<file path="src/lma_pkg.sv">
// Package for the lamport_mutex_agent block: codes, state encodings and
// the command/status types shared by the controller and the datapath.
// Depends on nothing.
`default_nettype none
package lma_pkg;

	// Input operation codes
	localparam logic [2:0] OP_TICK     = 3'd0;
	localparam logic [2:0] OP_START    = 3'd1;
	localparam logic [2:0] OP_REQUEST  = 3'd2;
	localparam logic [2:0] OP_ACK      = 3'd3;
	localparam logic [2:0] OP_COOLDOWN = 3'd4;

	// Result kinds
	localparam logic [1:0] KIND_ACK      = 2'd0;
	localparam logic [1:0] KIND_REQUEST  = 2'd1;
	localparam logic [1:0] KIND_COOLDOWN = 2'd2;

	// Configuration register indexes
	localparam logic [1:0] CFG_NODE_ID        = 2'd0;
	localparam logic [1:0] CFG_NODE_COUNT     = 2'd1;
	localparam logic [1:0] CFG_RESOURCE_COUNT = 2'd2;

	localparam logic [6:0] OWNER_NONE = 7'h7F;   // -1 in two's complement
	localparam logic [6:0] ACK_SAT    = 7'h7F;   // saturated ack count
	localparam logic [2:0] MOD_LAST   = 3'd5;    // last bit step of a 6-bit dividend

	typedef enum logic [1:0] {
		PH_IDLE,
		PH_REQ,
		PH_INSIDE,
		PH_WAIT
	} phase_t;

	typedef struct packed {
		logic [5:0] node_id;
		logic [6:0] node_count;
		logic [2:0] resource_count;
	} cfg_t;

	typedef struct packed {
		logic [1:0]  kind;
		logic [5:0]  dest;
		logic [31:0] stamp;
		logic [1:0]  res;
		logic [7:0]  cooldown;
		logic [5:0]  owner;
	} result_t;

	typedef enum logic [4:0] {
		DP_NOP,
		DP_LOAD,
		DP_RECV,
		DP_TICK_STEP,
		DP_TICK_POST,
		DP_TICK_CHECK,
		DP_LV_BCAST,
		DP_LV_RD,
		DP_LV_ACK,
		DP_LV_DONE,
		DP_MOD_NODE,
		DP_MOD_FB,
		DP_MOD_STEP,
		DP_PICK_INIT,
		DP_PICK_STEP,
		DP_START,
		DP_REQ_GRANT,
		DP_DF_INIT,
		DP_DF_RD,
		DP_DF_CMP,
		DP_SH_INIT,
		DP_SH_RD,
		DP_SH_WR,
		DP_INS,
		DP_ACK,
		DP_FLUSH
	} dp_cmd_t;

	typedef struct packed {
		logic [2:0] op;
		logic       phase_idle;
		logic       emit_ok;
		logic       can_push;
		logic       pend_valid;
		logic       tick_hit;
		logic       idx_last;
		logic       leave_due;
		logic       mod_done;
		logic       pick_cool;
		logic       pick_last;
		logic       grant;
		logic       res_ok;
		logic       q_full;
		logic       q_empty;
		logic       scan_end;
		logic       dup;
		logic       sh_done;
		logic       lv_empty;
		logic       lv_last;
	} dp_stat_t;

	typedef enum logic [4:0] {
		S_IDLE,
		S_DISP,
		S_TK_SCAN,
		S_TK_POST,
		S_TK_CHK,
		S_LV_BC,
		S_LV_RD,
		S_LV_AK,
		S_LV_DONE,
		S_MOD_N,
		S_PICK_I,
		S_PICK,
		S_MOD_F,
		S_FB_SET,
		S_START,
		S_RQ,
		S_DF_RD,
		S_DF_CMP,
		S_DF_DEC,
		S_SH_RD,
		S_SH_WR,
		S_INS,
		S_AK,
		S_FLUSH
	} ctl_state_t;

endpackage
`default_nettype wire

</file>
<file path="src/lma_ctrl.sv">
// Controller of the lock agent: sequences datapath commands per input item.
// Depends on lma_pkg.
`default_nettype none
module lma_ctrl (
	input  wire logic               clk,
	input  wire logic               arst_n,
	input  wire logic               in_valid,
	output logic                    in_stall,
	input  wire lma_pkg::dp_stat_t  stat,
	output lma_pkg::dp_cmd_t        cmd
);
	import lma_pkg::*;

	ctl_state_t state_q, state_d;

	always_ff @(posedge clk or negedge arst_n) begin
		if (!arst_n) begin
			state_q <= S_IDLE;
		end else begin
			state_q <= state_d;
		end
	end

	always_comb begin
		state_d  = state_q;
		cmd      = DP_NOP;
		in_stall = 1'b1;
		unique case (state_q)
			S_IDLE: begin
				in_stall = 1'b0;
				if (in_valid) begin
					cmd     = DP_LOAD;
					state_d = S_DISP;
				end
			end
			S_DISP: begin
				unique case (stat.op)
					OP_TICK: state_d = S_TK_SCAN;
					OP_START: begin
						if (stat.phase_idle) begin
							cmd     = DP_MOD_NODE;
							state_d = S_MOD_N;
						end else begin
							state_d = S_FLUSH;
						end
					end
					OP_REQUEST: begin
						cmd     = DP_RECV;
						state_d = S_RQ;
					end
					OP_ACK: begin
						cmd     = DP_RECV;
						state_d = S_AK;
					end
					OP_COOLDOWN: begin
						cmd     = DP_RECV;
						state_d = S_FLUSH;
					end
					default: state_d = S_FLUSH;
				endcase
			end
			S_TK_SCAN: begin
				if (!stat.tick_hit || stat.emit_ok) begin
					cmd = DP_TICK_STEP;
					if (stat.idx_last) state_d = S_TK_POST;
				end
			end
			S_TK_POST: begin
				cmd     = DP_TICK_POST;
				state_d = S_TK_CHK;
			end
			S_TK_CHK: begin
				if (stat.leave_due) begin
					state_d = S_LV_BC;
				end else begin
					cmd     = DP_TICK_CHECK;
					state_d = S_FLUSH;
				end
			end
			S_LV_BC: begin
				if (stat.emit_ok) begin
					cmd     = DP_LV_BCAST;
					state_d = stat.lv_empty ? S_LV_DONE : S_LV_RD;
				end
			end
			S_LV_RD: begin
				cmd     = DP_LV_RD;
				state_d = S_LV_AK;
			end
			S_LV_AK: begin
				if (stat.emit_ok) begin
					cmd     = DP_LV_ACK;
					state_d = stat.lv_last ? S_LV_DONE : S_LV_RD;
				end
			end
			S_LV_DONE: begin
				cmd     = DP_LV_DONE;
				state_d = S_FLUSH;
			end
			S_MOD_N: begin
				cmd = DP_MOD_STEP;
				if (stat.mod_done) state_d = S_PICK_I;
			end
			S_PICK_I: begin
				cmd     = DP_PICK_INIT;
				state_d = S_PICK;
			end
			S_PICK: begin
				if (stat.pick_cool) begin
					state_d = S_START;
				end else if (stat.pick_last) begin
					cmd     = DP_MOD_FB;
					state_d = S_MOD_F;
				end else begin
					cmd = DP_PICK_STEP;
				end
			end
			S_MOD_F: begin
				cmd = DP_MOD_STEP;
				if (stat.mod_done) state_d = S_FB_SET;
			end
			S_FB_SET: begin
				cmd     = DP_PICK_INIT;
				state_d = S_START;
			end
			S_START: begin
				cmd     = DP_START;
				state_d = S_FLUSH;
			end
			S_RQ: begin
				if (stat.grant) begin
					cmd     = DP_REQ_GRANT;
					state_d = S_FLUSH;
				end else if (!stat.res_ok || stat.q_full) begin
					state_d = S_FLUSH;
				end else begin
					cmd     = DP_DF_INIT;
					state_d = stat.q_empty ? S_INS : S_DF_RD;
				end
			end
			S_DF_RD: begin
				cmd     = DP_DF_RD;
				state_d = S_DF_CMP;
			end
			S_DF_CMP: begin
				cmd     = DP_DF_CMP;
				state_d = stat.scan_end ? S_DF_DEC : S_DF_RD;
			end
			S_DF_DEC: begin
				if (stat.dup) begin
					state_d = S_FLUSH;
				end else begin
					cmd     = DP_SH_INIT;
					state_d = S_SH_RD;
				end
			end
			S_SH_RD: begin
				if (stat.sh_done) begin
					state_d = S_INS;
				end else begin
					cmd     = DP_SH_RD;
					state_d = S_SH_WR;
				end
			end
			S_SH_WR: begin
				cmd     = DP_SH_WR;
				state_d = S_SH_RD;
			end
			S_INS: begin
				cmd     = DP_INS;
				state_d = S_FLUSH;
			end
			S_AK: begin
				cmd     = DP_ACK;
				state_d = S_FLUSH;
			end
			S_FLUSH: begin
				if (!stat.pend_valid) begin
					state_d = S_IDLE;
				end else if (stat.can_push) begin
					cmd     = DP_FLUSH;
					state_d = S_IDLE;
				end
			end
			default: state_d = S_IDLE;
		endcase
	end

endmodule
`default_nettype wire

</file>
<file path="src/lma_dp.sv">
// Datapath of the lock agent: protocol state, cooldowns, sorted deferred
// queues in a memory, remainder unit and result staging. Depends on lma_pkg.
`default_nettype none
module lma_dp #(
	parameter int RESOURCES   = 4,
	parameter int QUEUE_DEPTH = 16,
	parameter int MAX_NODES   = 64
) (
	input  wire logic               clk,
	input  wire logic               arst_n,
	input  wire lma_pkg::dp_cmd_t   cmd,
	input  wire lma_pkg::cfg_t      cfg,
	input  wire logic [2:0]         op,
	input  wire logic [5:0]         src,
	input  wire logic [31:0]        stamp,
	input  wire logic [1:0]         resource,
	input  wire logic [7:0]         cooldown_value,
	input  wire logic signed [6:0]  cooldown_node,
	input  wire logic [1:0]         fallback_resource,
	input  wire logic [7:0]         stay_length,
	input  wire logic [7:0]         cooldown_draw,
	output lma_pkg::dp_stat_t       stat,
	output logic                    out_valid,
	input  wire logic               out_stall,
	output logic [1:0]              kind,
	output logic [5:0]              dest,
	output logic [31:0]             out_stamp,
	output logic [1:0]              out_resource,
	output logic [7:0]              out_cooldown,
	output logic [5:0]              out_owner,
	output logic                    last
);
	import lma_pkg::*;

	localparam int RW = (RESOURCES > 1) ? $clog2(RESOURCES) : 1;
	localparam int SW = $clog2(QUEUE_DEPTH);
	localparam int CW = $clog2(QUEUE_DEPTH + 1);
	localparam int IW = (CW > RW) ? CW : RW;
	localparam int MW = $clog2(RESOURCES + 1) + 1;
	localparam int AW = RW + SW;
	localparam int MEM_DEPTH = RESOURCES << SW;

	typedef struct packed {
		logic [5:0]  src;
		logic [31:0] stamp;
	} entry_t;

	// Latched input item
	logic [2:0]  op_q;
	logic [5:0]  src_q;
	logic [31:0] stamp_q;
	logic [1:0]  res_q;
	logic [7:0]  cval_q;
	logic [6:0]  cown_q;
	logic [1:0]  fb_q;
	logic [7:0]  stay_q;
	logic [7:0]  draw_q;

	// Protocol state
	phase_t          phase_q;
	logic [31:0]     clock_q;
	logic [RW-1:0]   wanted_q;
	logic [31:0]     rstamp_q;
	logic [6:0]      ack_q;
	logic [31:0]     entry_q;
	logic [7:0]      hold_q;
	logic [7:0]      cd_q     [RESOURCES];
	logic [6:0]      holder_q [RESOURCES];
	logic [CW-1:0]   dcnt_q   [RESOURCES];

	// Sequencing registers
	logic [IW-1:0] idx_q;
	logic [MW-1:0] pick_i_q;
	logic [CW-1:0] rank_q;
	logic          dup_q;
	logic          any_q;
	logic [5:0]    mod_op_q;
	logic [MW-1:0] rem_q;
	logic [2:0]    mod_cnt_q;

	// Result staging and output register
	result_t pend_q, outr_q, new_res;
	logic    pend_v_q, out_v_q, out_last_q;

	// Deferred queue memory
	entry_t mem [MEM_DEPTH];
	entry_t rd_q, wdata;
	logic   we, re;
	logic [AW-1:0] waddr, raddr;

	logic [MW-1:0] m_eff;
	logic [6:0]    need;
	logic [RW-1:0] idx_r, res_r;
	logic [IW-1:0] idx_dec;
	logic [CW-1:0] cur_cnt, w_cnt;
	logic [6:0]    node_w, ack_n;
	logic [MW-1:0] rem_sh, rem_nx;
	logic          tick_hit, res_match, grant, res_ok, do_emit, push_out, can_push, key_lt;

	assign m_eff = (cfg.resource_count == 3'd0) ? MW'(1) :
		(32'(cfg.resource_count) > RESOURCES) ? MW'(RESOURCES) : MW'(cfg.resource_count);
	assign need = (cfg.node_count < 7'd2) ? 7'd1 :
		(32'(cfg.node_count) > MAX_NODES) ? 7'(MAX_NODES - 1) : cfg.node_count - 7'd1;

	assign idx_r    = idx_q[RW-1:0];
	assign res_r    = RW'(res_q);
	assign idx_dec  = idx_q - IW'(1);
	assign cur_cnt  = dcnt_q[res_r];
	assign w_cnt    = dcnt_q[wanted_q];
	assign node_w   = {1'b0, cfg.node_id};
	assign ack_n    = (ack_q == ACK_SAT) ? ACK_SAT : ack_q + 7'd1;
	assign tick_hit = (cd_q[idx_r] != 8'd0) && (holder_q[idx_r] == node_w);
	assign res_match = 32'(res_q) == 32'(wanted_q);
	assign res_ok   = 32'(res_q) < RESOURCES;
	assign grant    = (phase_q == PH_IDLE) || !res_match ||
		((phase_q == PH_REQ) && ((stamp_q < rstamp_q) ||
		((stamp_q == rstamp_q) && (src_q < cfg.node_id))));
	assign key_lt   = (rd_q.stamp < stamp_q) || ((rd_q.stamp == stamp_q) && (rd_q.src < src_q));

	assign rem_sh = {rem_q[MW-2:0], mod_op_q[5]};
	assign rem_nx = (rem_sh >= m_eff) ? rem_sh - m_eff : rem_sh;

	assign can_push = !out_v_q || !out_stall;

	always_comb begin
		new_res = '0;
		do_emit = 1'b0;
		case (cmd)
			DP_TICK_STEP: begin
				do_emit          = tick_hit;
				new_res.kind     = KIND_COOLDOWN;
				new_res.stamp    = clock_q;
				new_res.res      = 2'(idx_r);
				new_res.cooldown = cd_q[idx_r] - 8'd1;
				new_res.owner    = cfg.node_id;
			end
			DP_LV_BCAST: begin
				do_emit          = 1'b1;
				new_res.kind     = KIND_COOLDOWN;
				new_res.stamp    = clock_q;
				new_res.res      = 2'(wanted_q);
				new_res.cooldown = draw_q;
				new_res.owner    = cfg.node_id;
			end
			DP_LV_ACK: begin
				do_emit       = 1'b1;
				new_res.kind  = KIND_ACK;
				new_res.dest  = rd_q.src;
				new_res.stamp = clock_q;
				new_res.res   = 2'(wanted_q);
			end
			DP_START: begin
				do_emit       = 1'b1;
				new_res.kind  = KIND_REQUEST;
				new_res.stamp = clock_q + 32'd1;
				new_res.res   = 2'(idx_r);
			end
			DP_REQ_GRANT: begin
				do_emit       = 1'b1;
				new_res.kind  = KIND_ACK;
				new_res.dest  = src_q;
				new_res.stamp = clock_q;
				new_res.res   = res_q;
			end
			default: ;
		endcase
	end

	assign push_out = (cmd == DP_FLUSH) || (do_emit && pend_v_q);

	// Memory port control
	always_comb begin
		we    = 1'b0;
		re    = 1'b0;
		waddr = {res_r, idx_q[SW-1:0]};
		raddr = {res_r, idx_q[SW-1:0]};
		wdata = rd_q;
		case (cmd)
			DP_DF_RD: re = 1'b1;
			DP_SH_RD: begin
				re    = 1'b1;
				raddr = {res_r, idx_dec[SW-1:0]};
			end
			DP_LV_RD: begin
				re    = 1'b1;
				raddr = {wanted_q, idx_q[SW-1:0]};
			end
			DP_SH_WR: we = 1'b1;
			DP_INS: begin
				we    = 1'b1;
				waddr = {res_r, rank_q[SW-1:0]};
				wdata = '{src: src_q, stamp: stamp_q};
			end
			default: ;
		endcase
	end

	always_ff @(posedge clk) begin
		if (we) mem[waddr] <= wdata;
		if (re) rd_q <= mem[raddr];
	end

	// Input latch and result payload
	always_ff @(posedge clk) begin
		if (cmd == DP_LOAD) begin
			op_q    <= op;
			src_q   <= src;
			stamp_q <= stamp;
			res_q   <= resource;
			cval_q  <= cooldown_value;
			cown_q  <= cooldown_node;
			fb_q    <= fallback_resource;
			stay_q  <= stay_length;
			draw_q  <= cooldown_draw;
		end
		if (push_out) begin
			outr_q     <= pend_q;
			out_last_q <= (cmd == DP_FLUSH);
		end
		if (do_emit) pend_q <= new_res;
	end

	always_ff @(posedge clk or negedge arst_n) begin
		if (!arst_n) begin
			out_v_q  <= 1'b0;
			pend_v_q <= 1'b0;
		end else begin
			if (push_out) begin
				out_v_q <= 1'b1;
			end else if (!out_stall) begin
				out_v_q <= 1'b0;
			end
			if (do_emit) begin
				pend_v_q <= 1'b1;
			end else if (cmd == DP_FLUSH) begin
				pend_v_q <= 1'b0;
			end
		end
	end

	// Protocol state and sequencing
	always_ff @(posedge clk or negedge arst_n) begin
		if (!arst_n) begin
			phase_q   <= PH_IDLE;
			clock_q   <= '0;
			wanted_q  <= '0;
			rstamp_q  <= '1;
			ack_q     <= '0;
			entry_q   <= '0;
			hold_q    <= '0;
			for (int r = 0; r < RESOURCES; r++) begin
				cd_q[r]     <= '0;
				holder_q[r] <= OWNER_NONE;
				dcnt_q[r]   <= '0;
			end
			idx_q     <= '0;
			pick_i_q  <= '0;
			rank_q    <= '0;
			dup_q     <= 1'b0;
			any_q     <= 1'b0;
			mod_op_q  <= '0;
			rem_q     <= '0;
			mod_cnt_q <= '0;
		end else begin
			case (cmd)
				DP_LOAD: begin
					idx_q <= '0;
					any_q <= 1'b0;
				end
				DP_RECV: begin
					clock_q <= ((stamp_q > clock_q) ? stamp_q : clock_q) + 32'd1;
					if (op_q == OP_COOLDOWN && res_ok) begin
						cd_q[res_r]     <= cval_q;
						holder_q[res_r] <= cown_q;
					end
				end
				DP_TICK_STEP: begin
					if (tick_hit) begin
						cd_q[idx_r] <= cd_q[idx_r] - 8'd1;
						if (cd_q[idx_r] == 8'd1) holder_q[idx_r] <= OWNER_NONE;
						any_q <= 1'b1;
					end
					idx_q <= idx_q + IW'(1);
				end
				DP_TICK_POST: begin
					clock_q <= clock_q + 32'(any_q) + 32'(phase_q == PH_INSIDE);
				end
				DP_TICK_CHECK: begin
					if (phase_q == PH_WAIT && cd_q[wanted_q] == 8'd0 && ack_q == need) begin
						phase_q <= PH_INSIDE;
						entry_q <= clock_q;
						hold_q  <= stay_q;
					end
				end
				DP_LV_BCAST: begin
					cd_q[wanted_q]     <= draw_q;
					holder_q[wanted_q] <= node_w;
					idx_q              <= '0;
				end
				DP_LV_ACK: idx_q <= idx_q + IW'(1);
				DP_LV_DONE: begin
					dcnt_q[wanted_q] <= '0;
					phase_q  <= PH_IDLE;
					wanted_q <= '0;
					rstamp_q <= '1;
					ack_q    <= '0;
				end
				DP_MOD_NODE: begin
					mod_op_q  <= cfg.node_id;
					rem_q     <= '0;
					mod_cnt_q <= '0;
				end
				DP_MOD_FB: begin
					mod_op_q  <= {4'd0, fb_q};
					rem_q     <= '0;
					mod_cnt_q <= '0;
				end
				DP_MOD_STEP: begin
					rem_q     <= rem_nx;
					mod_op_q  <= {mod_op_q[4:0], 1'b0};
					mod_cnt_q <= mod_cnt_q + 3'd1;
				end
				DP_PICK_INIT: begin
					idx_q    <= IW'(rem_q);
					pick_i_q <= '0;
				end
				DP_PICK_STEP: begin
					idx_q    <= (32'(idx_q) + 1 == 32'(m_eff)) ? '0 : idx_q + IW'(1);
					pick_i_q <= pick_i_q + MW'(1);
				end
				DP_START: begin
					wanted_q <= idx_r;
					phase_q  <= PH_REQ;
					clock_q  <= clock_q + 32'd1;
					rstamp_q <= clock_q + 32'd1;
					ack_q    <= '0;
				end
				DP_DF_INIT: begin
					idx_q  <= '0;
					rank_q <= '0;
					dup_q  <= 1'b0;
				end
				DP_DF_CMP: begin
					if (rd_q.src == src_q && rd_q.stamp == stamp_q) dup_q <= 1'b1;
					if (key_lt) rank_q <= rank_q + CW'(1);
					idx_q <= idx_q + IW'(1);
				end
				DP_SH_INIT: idx_q <= IW'(cur_cnt);
				DP_SH_WR:   idx_q <= idx_dec;
				DP_INS:     dcnt_q[res_r] <= cur_cnt + CW'(1);
				DP_ACK: begin
					if (phase_q == PH_REQ && res_match) begin
						ack_q <= ack_n;
						if (ack_n == need) begin
							if (cd_q[wanted_q] == 8'd0) begin
								phase_q <= PH_INSIDE;
								entry_q <= clock_q;
								hold_q  <= stay_q;
							end else begin
								phase_q <= PH_WAIT;
							end
						end
					end
				end
				default: ;
			endcase
		end
	end

	always_comb begin
		stat            = '0;
		stat.op         = op_q;
		stat.phase_idle = (phase_q == PH_IDLE);
		stat.can_push   = can_push;
		stat.pend_valid = pend_v_q;
		stat.emit_ok    = !pend_v_q || can_push;
		stat.tick_hit   = tick_hit;
		stat.idx_last   = (32'(idx_q) + 1) == 32'(m_eff);
		stat.leave_due  = (phase_q == PH_INSIDE) && ((clock_q - entry_q) >= {24'd0, hold_q});
		stat.mod_done   = (mod_cnt_q == MOD_LAST);
		stat.pick_cool  = (cd_q[idx_r] == 8'd0);
		stat.pick_last  = (32'(pick_i_q) + 1) == 32'(m_eff);
		stat.grant      = grant;
		stat.res_ok     = res_ok;
		stat.q_full     = (cur_cnt == CW'(QUEUE_DEPTH));
		stat.q_empty    = (cur_cnt == '0);
		stat.scan_end   = (32'(idx_q) + 1) == 32'(cur_cnt);
		stat.dup        = dup_q;
		stat.sh_done    = (32'(idx_q) == 32'(rank_q));
		stat.lv_empty   = (w_cnt == '0);
		stat.lv_last    = (32'(idx_q) + 1) == 32'(w_cnt);
	end

	assign out_valid    = out_v_q;
	assign kind         = outr_q.kind;
	assign dest         = outr_q.dest;
	assign out_stamp    = outr_q.stamp;
	assign out_resource = outr_q.res;
	assign out_cooldown = outr_q.cooldown;
	assign out_owner    = outr_q.owner;
	assign last         = out_last_q;

endmodule
`default_nettype wire

</file>
<file path="src/lamport_mutex_agent.sv">
// Items are handled one at a time. A deferred request walks its resource's queue to compare
// (a read and a compare per entry), then shifts the entries behind its place (a read and a
// write each), and a leave reads each deferred entry before sending its ack. The next item is
// taken once the last result of the current one has moved to the output register.
// Results leave through one output register, so a stalled consumer holds the sequencer.
// Reset (arst_n low, asynchronous): protocol idle, clock zero, cooldowns clear, queues empty.
`default_nettype none
module lamport_mutex_agent #(
	parameter int RESOURCES   = 4,
	parameter int QUEUE_DEPTH = 16,
	parameter int MAX_NODES   = 64
) (
	input  wire logic              clk,
	input  wire logic              arst_n,
	// input item channel
	input  wire logic              in_valid,
	output logic                   in_stall,
	input  wire logic [2:0]        op,
	input  wire logic [5:0]        src,
	input  wire logic [31:0]       stamp,
	input  wire logic [1:0]        resource,
	input  wire logic [7:0]        cooldown_value,
	input  wire logic signed [6:0] cooldown_node,
	input  wire logic [1:0]        fallback_resource,
	input  wire logic [7:0]        stay_length,
	input  wire logic [7:0]        cooldown_draw,
	// result channel
	output logic                   out_valid,
	input  wire logic              out_stall,
	output logic [1:0]             kind,
	output logic [5:0]             dest,
	output logic [31:0]            out_stamp,
	output logic [1:0]             out_resource,
	output logic [7:0]             out_cooldown,
	output logic [5:0]             out_owner,
	output logic                   last,
	// configuration write channel
	input  wire logic              cfg_valid,
	output logic                   cfg_ready,
	input  wire logic [1:0]        cfg_index,
	input  wire logic [6:0]        cfg_data
);
	import lma_pkg::*;

	cfg_t     cfg_q;
	dp_cmd_t  cmd;
	dp_stat_t stat;

	// Register writes are always taken; writes to an unused index drop.
	assign cfg_ready = 1'b1;

	always_ff @(posedge clk or negedge arst_n) begin
		if (!arst_n) begin
			cfg_q.node_id        <= 6'd0;
			cfg_q.node_count     <= 7'd4;
			cfg_q.resource_count <= 3'd4;
		end else if (cfg_valid) begin
			unique case (cfg_index)
				CFG_NODE_ID:        cfg_q.node_id        <= cfg_data[5:0];
				CFG_NODE_COUNT:     cfg_q.node_count     <= cfg_data;
				CFG_RESOURCE_COUNT: cfg_q.resource_count <= cfg_data[2:0];
				default: ;
			endcase
		end
	end

	// Controller: one state per step of an item; holds while results back up.
	lma_ctrl u_ctrl (
		.clk      (clk),
		.arst_n   (arst_n),
		.in_valid (in_valid),
		.in_stall (in_stall),
		.stat     (stat),
		.cmd      (cmd)
	);

	// Datapath: state, queue memory, remainder unit and the result stage.
	// The first result of an item is staged; each later one advances the
	// staged one to the output register, and the final transfer carries last.
	lma_dp #(
		.RESOURCES   (RESOURCES),
		.QUEUE_DEPTH (QUEUE_DEPTH),
		.MAX_NODES   (MAX_NODES)
	) u_dp (
		.clk               (clk),
		.arst_n            (arst_n),
		.cmd               (cmd),
		.cfg               (cfg_q),
		.op                (op),
		.src               (src),
		.stamp             (stamp),
		.resource          (resource),
		.cooldown_value    (cooldown_value),
		.cooldown_node     (cooldown_node),
		.fallback_resource (fallback_resource),
		.stay_length       (stay_length),
		.cooldown_draw     (cooldown_draw),
		.stat              (stat),
		.out_valid         (out_valid),
		.out_stall         (out_stall),
		.kind              (kind),
		.dest              (dest),
		.out_stamp         (out_stamp),
		.out_resource      (out_resource),
		.out_cooldown      (out_cooldown),
		.out_owner         (out_owner),
		.last              (last)
	);

endmodule
`default_nettype wire

</file>
<file path="config.mk">
export PLATFORM = sky130hd
export DESIGN_NAME = lamport_mutex_agent
export DESIGN_NICKNAME = d
export VERILOG_FILES = /design/src/lma_pkg.sv /design/src/lma_ctrl.sv /design/src/lma_dp.sv /design/src/lamport_mutex_agent.sv
export SDC_FILE = /design/constraint.sdc
export NUM_CORES = 2
export LEC_CHECK = 0
export ABC_AREA = 1
export BUFFER_PORTS_ARGS = -buffer_cell sky130_fd_sc_hd__buf_4
export CORE_UTILIZATION = 35
export DETAILED_ROUTE_END_ITERATION = 6
export PLACE_DENSITY = 0.53
export SETUP_SLACK_MARGIN = 0.5
export SLEW_MARGIN = 20
export SYNTH_ARGS = -nofsm -noshare
export SYNTH_HDL_FRONTEND = slang
export SYNTH_SLANG_ARGS = --single-unit
</file>
<file path="constraint.sdc">
create_clock -name clk -period 8.9 [get_ports clk]
set_input_delay 1.335 -clock clk [delete_from_list [all_inputs] [get_ports clk]]
set_output_delay 1.335 -clock clk [all_outputs]
set_load 0.02 [all_outputs]
</file>
==> run_results.csv <==
group,metric,value,unit
outcome,status,"finished, final reports clean",
sta,maxSlewHeadroom,0.2515,
synthesis,synth-simple-area-share,0.1060,
setup_path,worstPathMaxFanout,57,
synthesis,synth_area,126600,sq um
cts,clkTransAtPathRegs,0.06,ns
sta,fmax,164.1,MHz
cts,numCtsBuffers,320,
pwr,p_per_area,384.4,nW/um^2
place,dp.final_hpwl,224200,microns
die,core,359500,sq um
finish,layout_commonest_cell,"edfxtp_1",
sta,fin_crit_sh,0.6848,
die,die_y,603.3,microns
finish,final_util,0.3986,
cts,clockBufferDepth,4,
sta,clock_skew,0.05535,ns
pwr,p_comb_frac,0.416,
pwr,intPower,31.90,mW
sta,finalHoldViolations,0,
synthesis,synth_compound_area_frac,0.1491,
finish,final_cell_mix,"edfxtp_1, o21ai_0, nor2_1, nand2_1, o211ai_1",
synthesis,synth_edf_count,2659,
synthesis,yosys.area.top_type,"edfxtp_1",
cts,cts_tree,"yes",
die,ios,150,
finish,fin_nets,11090,
synthesis,synthAdderAreaFrac,0.01699,
setup_path,cp-end-kind,"register",
synthesis,synth_area_leaders,"edfxtp_1, o21ai_0, nor2_1, dfrtp_1, nand2_1",
route,firstDrtPassIters,6,
finish,multiInputGateArea,36260,sq um
synthesis,syn_inst,10840,
sta,maxSlewViolCount,0,
global_route,grt_max_degree,195,
synthesis,ys_types,68,
place,portBuffers,148,
finish,drive_gt1_frac,0.09323,
place,routabilityCongestion,0.8893,
synthesis,ys.flop_type,"edfxtp_1",
route,post_drt_wl_per_cell,25.46,microns
cts,clock-sinks,2906,
global_route,antenna_found_initial,7,
cts,cts_resized,0,
route,vias,88410,
cts,postCtsHoldBufs,0,
synthesis,synth_top_family_by_area,"compound AO/OA/AOI/OAI gates",
flow_run,maxCapViolCount,0,
setup_path,path_class,"register to register",
global_route,grt_pass1_vias,84790,
pwr,leakagePower,48.74,nW
die,die_w,603.3,microns
route,viasPerCell,5.580,
die,rows,220,
setup_path,crit_path_start_kind,"register",
cts,cts_setup_buffers,0,
synthesis,synth_top_cell_area_share,0.6309,
sta,tns,0,ns
sta,period_minus_slack,6.095,ns
pwr,p_clk_frac,0.232,
pwr,sw_frac_of_total,0.4210,
pwr,ir_worst_vdd,0.0004700,V
global_route,grt_overflow_total,0,
synthesis,muxShareOfSynthArea,0.00008898,
pwr,power.switching,23.19,mW
synthesis,synthesis.nets,11100,
finish,syn_to_final_growth,13.23,%
sta,rsz0062_at_grt,"no",
sta,tightest_slew,1.116,ns
route,totalWireLength,403500,microns
cts,insertion_delay,0.92,ns
die,start_util,0.3520,
finish,fillers,33980,
finish,seq_area,86110,sq um
setup_path,worst_ep_required_time,9.31,ns
cts,ctsHtreeMaxLevel,5,
pwr,seq_power_share,0.352,
synthesis,synth-seq-area-share,0.6804,
sta,finalSetupViolCount,0,
worst_hold_path,min_path_type,"register to register",
global_route,grt.total_usage,0.2147,
route,ant_nets,0,
die,dieArea,364000,sq um
synthesis,synth-xor-area-share,0.006288,
route,drt_iter0_drc,9502,
synthesis,synth_seq_cells,2906,
synthesis,yosysWarnings,0,
setup_path,cp.arrival,6.51,ns
global_route,grt_pass1_wl,585100,microns
route,drc,0,
synthesis,synth-async-reset-ratio,0.08500,
synthesis,synth.avg_cell_area,11.67,sq um
cts,cts_root_buf,"clkbuf_16",
==> power groups by stage <==
stage | registers, mW | logic [mW] | clock network, mW
after floorplan | 19.6 | 15.0 | 0
after global placement | 19.6 | 22.5 | 0
after detailed placement | 19.7 | 22.8 | 0
after CTS | 19.4 | 22.9 | 13.0
after global routing | 19.5 | 25.2 | 13.4
final | 19.4 | 22.9 | 12.8
==> final timing paths <==
check / to / from / slack (ns) / cells past startpoint
setup / recovery: u_dp.out_stamp[29]$_DFFE_PP_ / u_dp.clock_q[0]$_DFFE_PN0P_ / 2.81 / 26
hold / removal: u_dp.kind[1]$_DFFE_PP_ / u_dp.pend_q[55]$_SDFFCE_PN0P_ / 0.42 / 0
setup reg to reg: u_dp.out_stamp[29]$_DFFE_PP_ / u_dp.clock_q[0]$_DFFE_PN0P_ / 2.81 / 26
hold reg to reg: u_dp.kind[1]$_DFFE_PP_ / u_dp.pend_q[55]$_SDFFCE_PN0P_ / 0.42 / 0
max in group asynchronous: u_dp.clock_q[28]$_DFFE_PN0P_ / arst_n / 6.98 / 2
min in group asynchronous: u_dp.cd_q[28]$_DFFE_PN0P_ / arst_n / 0.52 / 1
==> through the flow <==
step / total power, mW / setup slack (ns) / cell area [sq um] / hold slack [ns] / instances
2_1_floorplan: 34.59 / 1.511 / 126600 / 0.4003 / 10840
3_3_place_gp: 42.08 / 2.849 / 133400 / 0.4080 / 15280
3_5_place_dp: 42.44 / 2.848 / 133400 / 0.4045 / 15280
4_1_cts: 55.23 / 2.791 / 143300 / 0.4189 / 15840
5_1_grt: 58.13 / 2.204 / 143300 / 0.4293 / 15840
6_report: 55.09 / 2.806 / 143300 / 0.4173 / 15840
==> critical path, stage by stage, from the launching register on <==
cell and delay, ns:
dfrtp_1 0.48, inv_1 0.19, ha_1 0.26, fa_1 0.42, inv_1 0.13, nand2_1 0.09
a21oi_1 0.25, xor2_1 0.17, ha_1 0.25, nand2_1 0.06, nor2_1 0.04, a21oi_1 0.17
nand3_1 0.10, nor2_1 0.10, nand3_1 0.09, nor2_1 0.09, nand2_1 0.06, nor2_1 0.08
nand2_1 0.13, nand2_1 0.11, nand2_2 0.15, nand3_1 0.13, nor2_2 0.04, nand2_2 0.21
nand3_4 0.73, nand2_1 0.41, nand2_4 0.49
==> flip-flops by register name, indices dropped and copies added (netlist names), 16 cells and up <==
signal          count
u_dp.holder_q      28
u_dp.entry_q       32
u_dp.clock_q       32
cfg_q              16
u_dp.pend_q        56
u_dp.rd_q          38
u_dp.out_stamp     32
u_dp.cd_q          32
u_dp.dcnt_q        20
u_dp.stamp_q       32
u_dp.mem         2432
u_dp.rstamp_q      32
==> Yosys cell counts, types with 8 or more instances <==
cell type	n
inv_1	560
edfxtp_1	2659
buf_6	20
a21oi_1	221
nand3b_1	17
o22ai_1	326
a22oi_1	12
o21bai_1	229
o211ai_1	571
nor3_1	48
o221ai_1	92
inv_2	16
dfstp_2	62
dfrtp_1	185
buf_1	8
o31ai_1	9
nand3_1	480
o21ai_2	23
nor4_1	17
buf_2	163
o21ai_0	1526
nand4_1	47
o21ai_1	77
xor2_1	75
nor2_1	1412
nand2_1	1201
clkbuf_1	430
xnor2_1	14
nor2_2	19
ha_1	167
a31oi_1	15
buf_4	46
==> logic make-up (layout without fill, tap and decap cells) <==
kind of cell	count (synthesis)	after routing
AOI/OAI and AO/OA	3149	3149
muxes	1	1
other	1	3
buffers and inverters	1248	1477
adders and majority gates	170	170
xor gates and xnor gates	90	90
and+or+nand+nor	3275	3275
DFF	2906	2906
==> routing by layer <==
layer | vias to the layer above | GRT usage | wire length [microns]
met5 | - | 0 | 13
met4 | 2 | 0.06319 | 11860
met3 | 661 | 0.02326 | 25890
met2 | 3420 | 0.3558 | 191400
met1 | 44730 | 0.2973 | 174300
li1 | 39600 | - | -
==> area by class of cell <==
type                       instances  share of cell area
inverter                         581             0.01546
tap                             4773             0.04167
clock buffer                     418             0.05983
antenna                            2          0.00003492
multi-input combinational       6686              0.2530
clock inverter                   148            0.009412
timing repair buffer             330             0.01970
sequential                      2906              0.6009
Note: power is estimated with default switching activity, not from simulation.
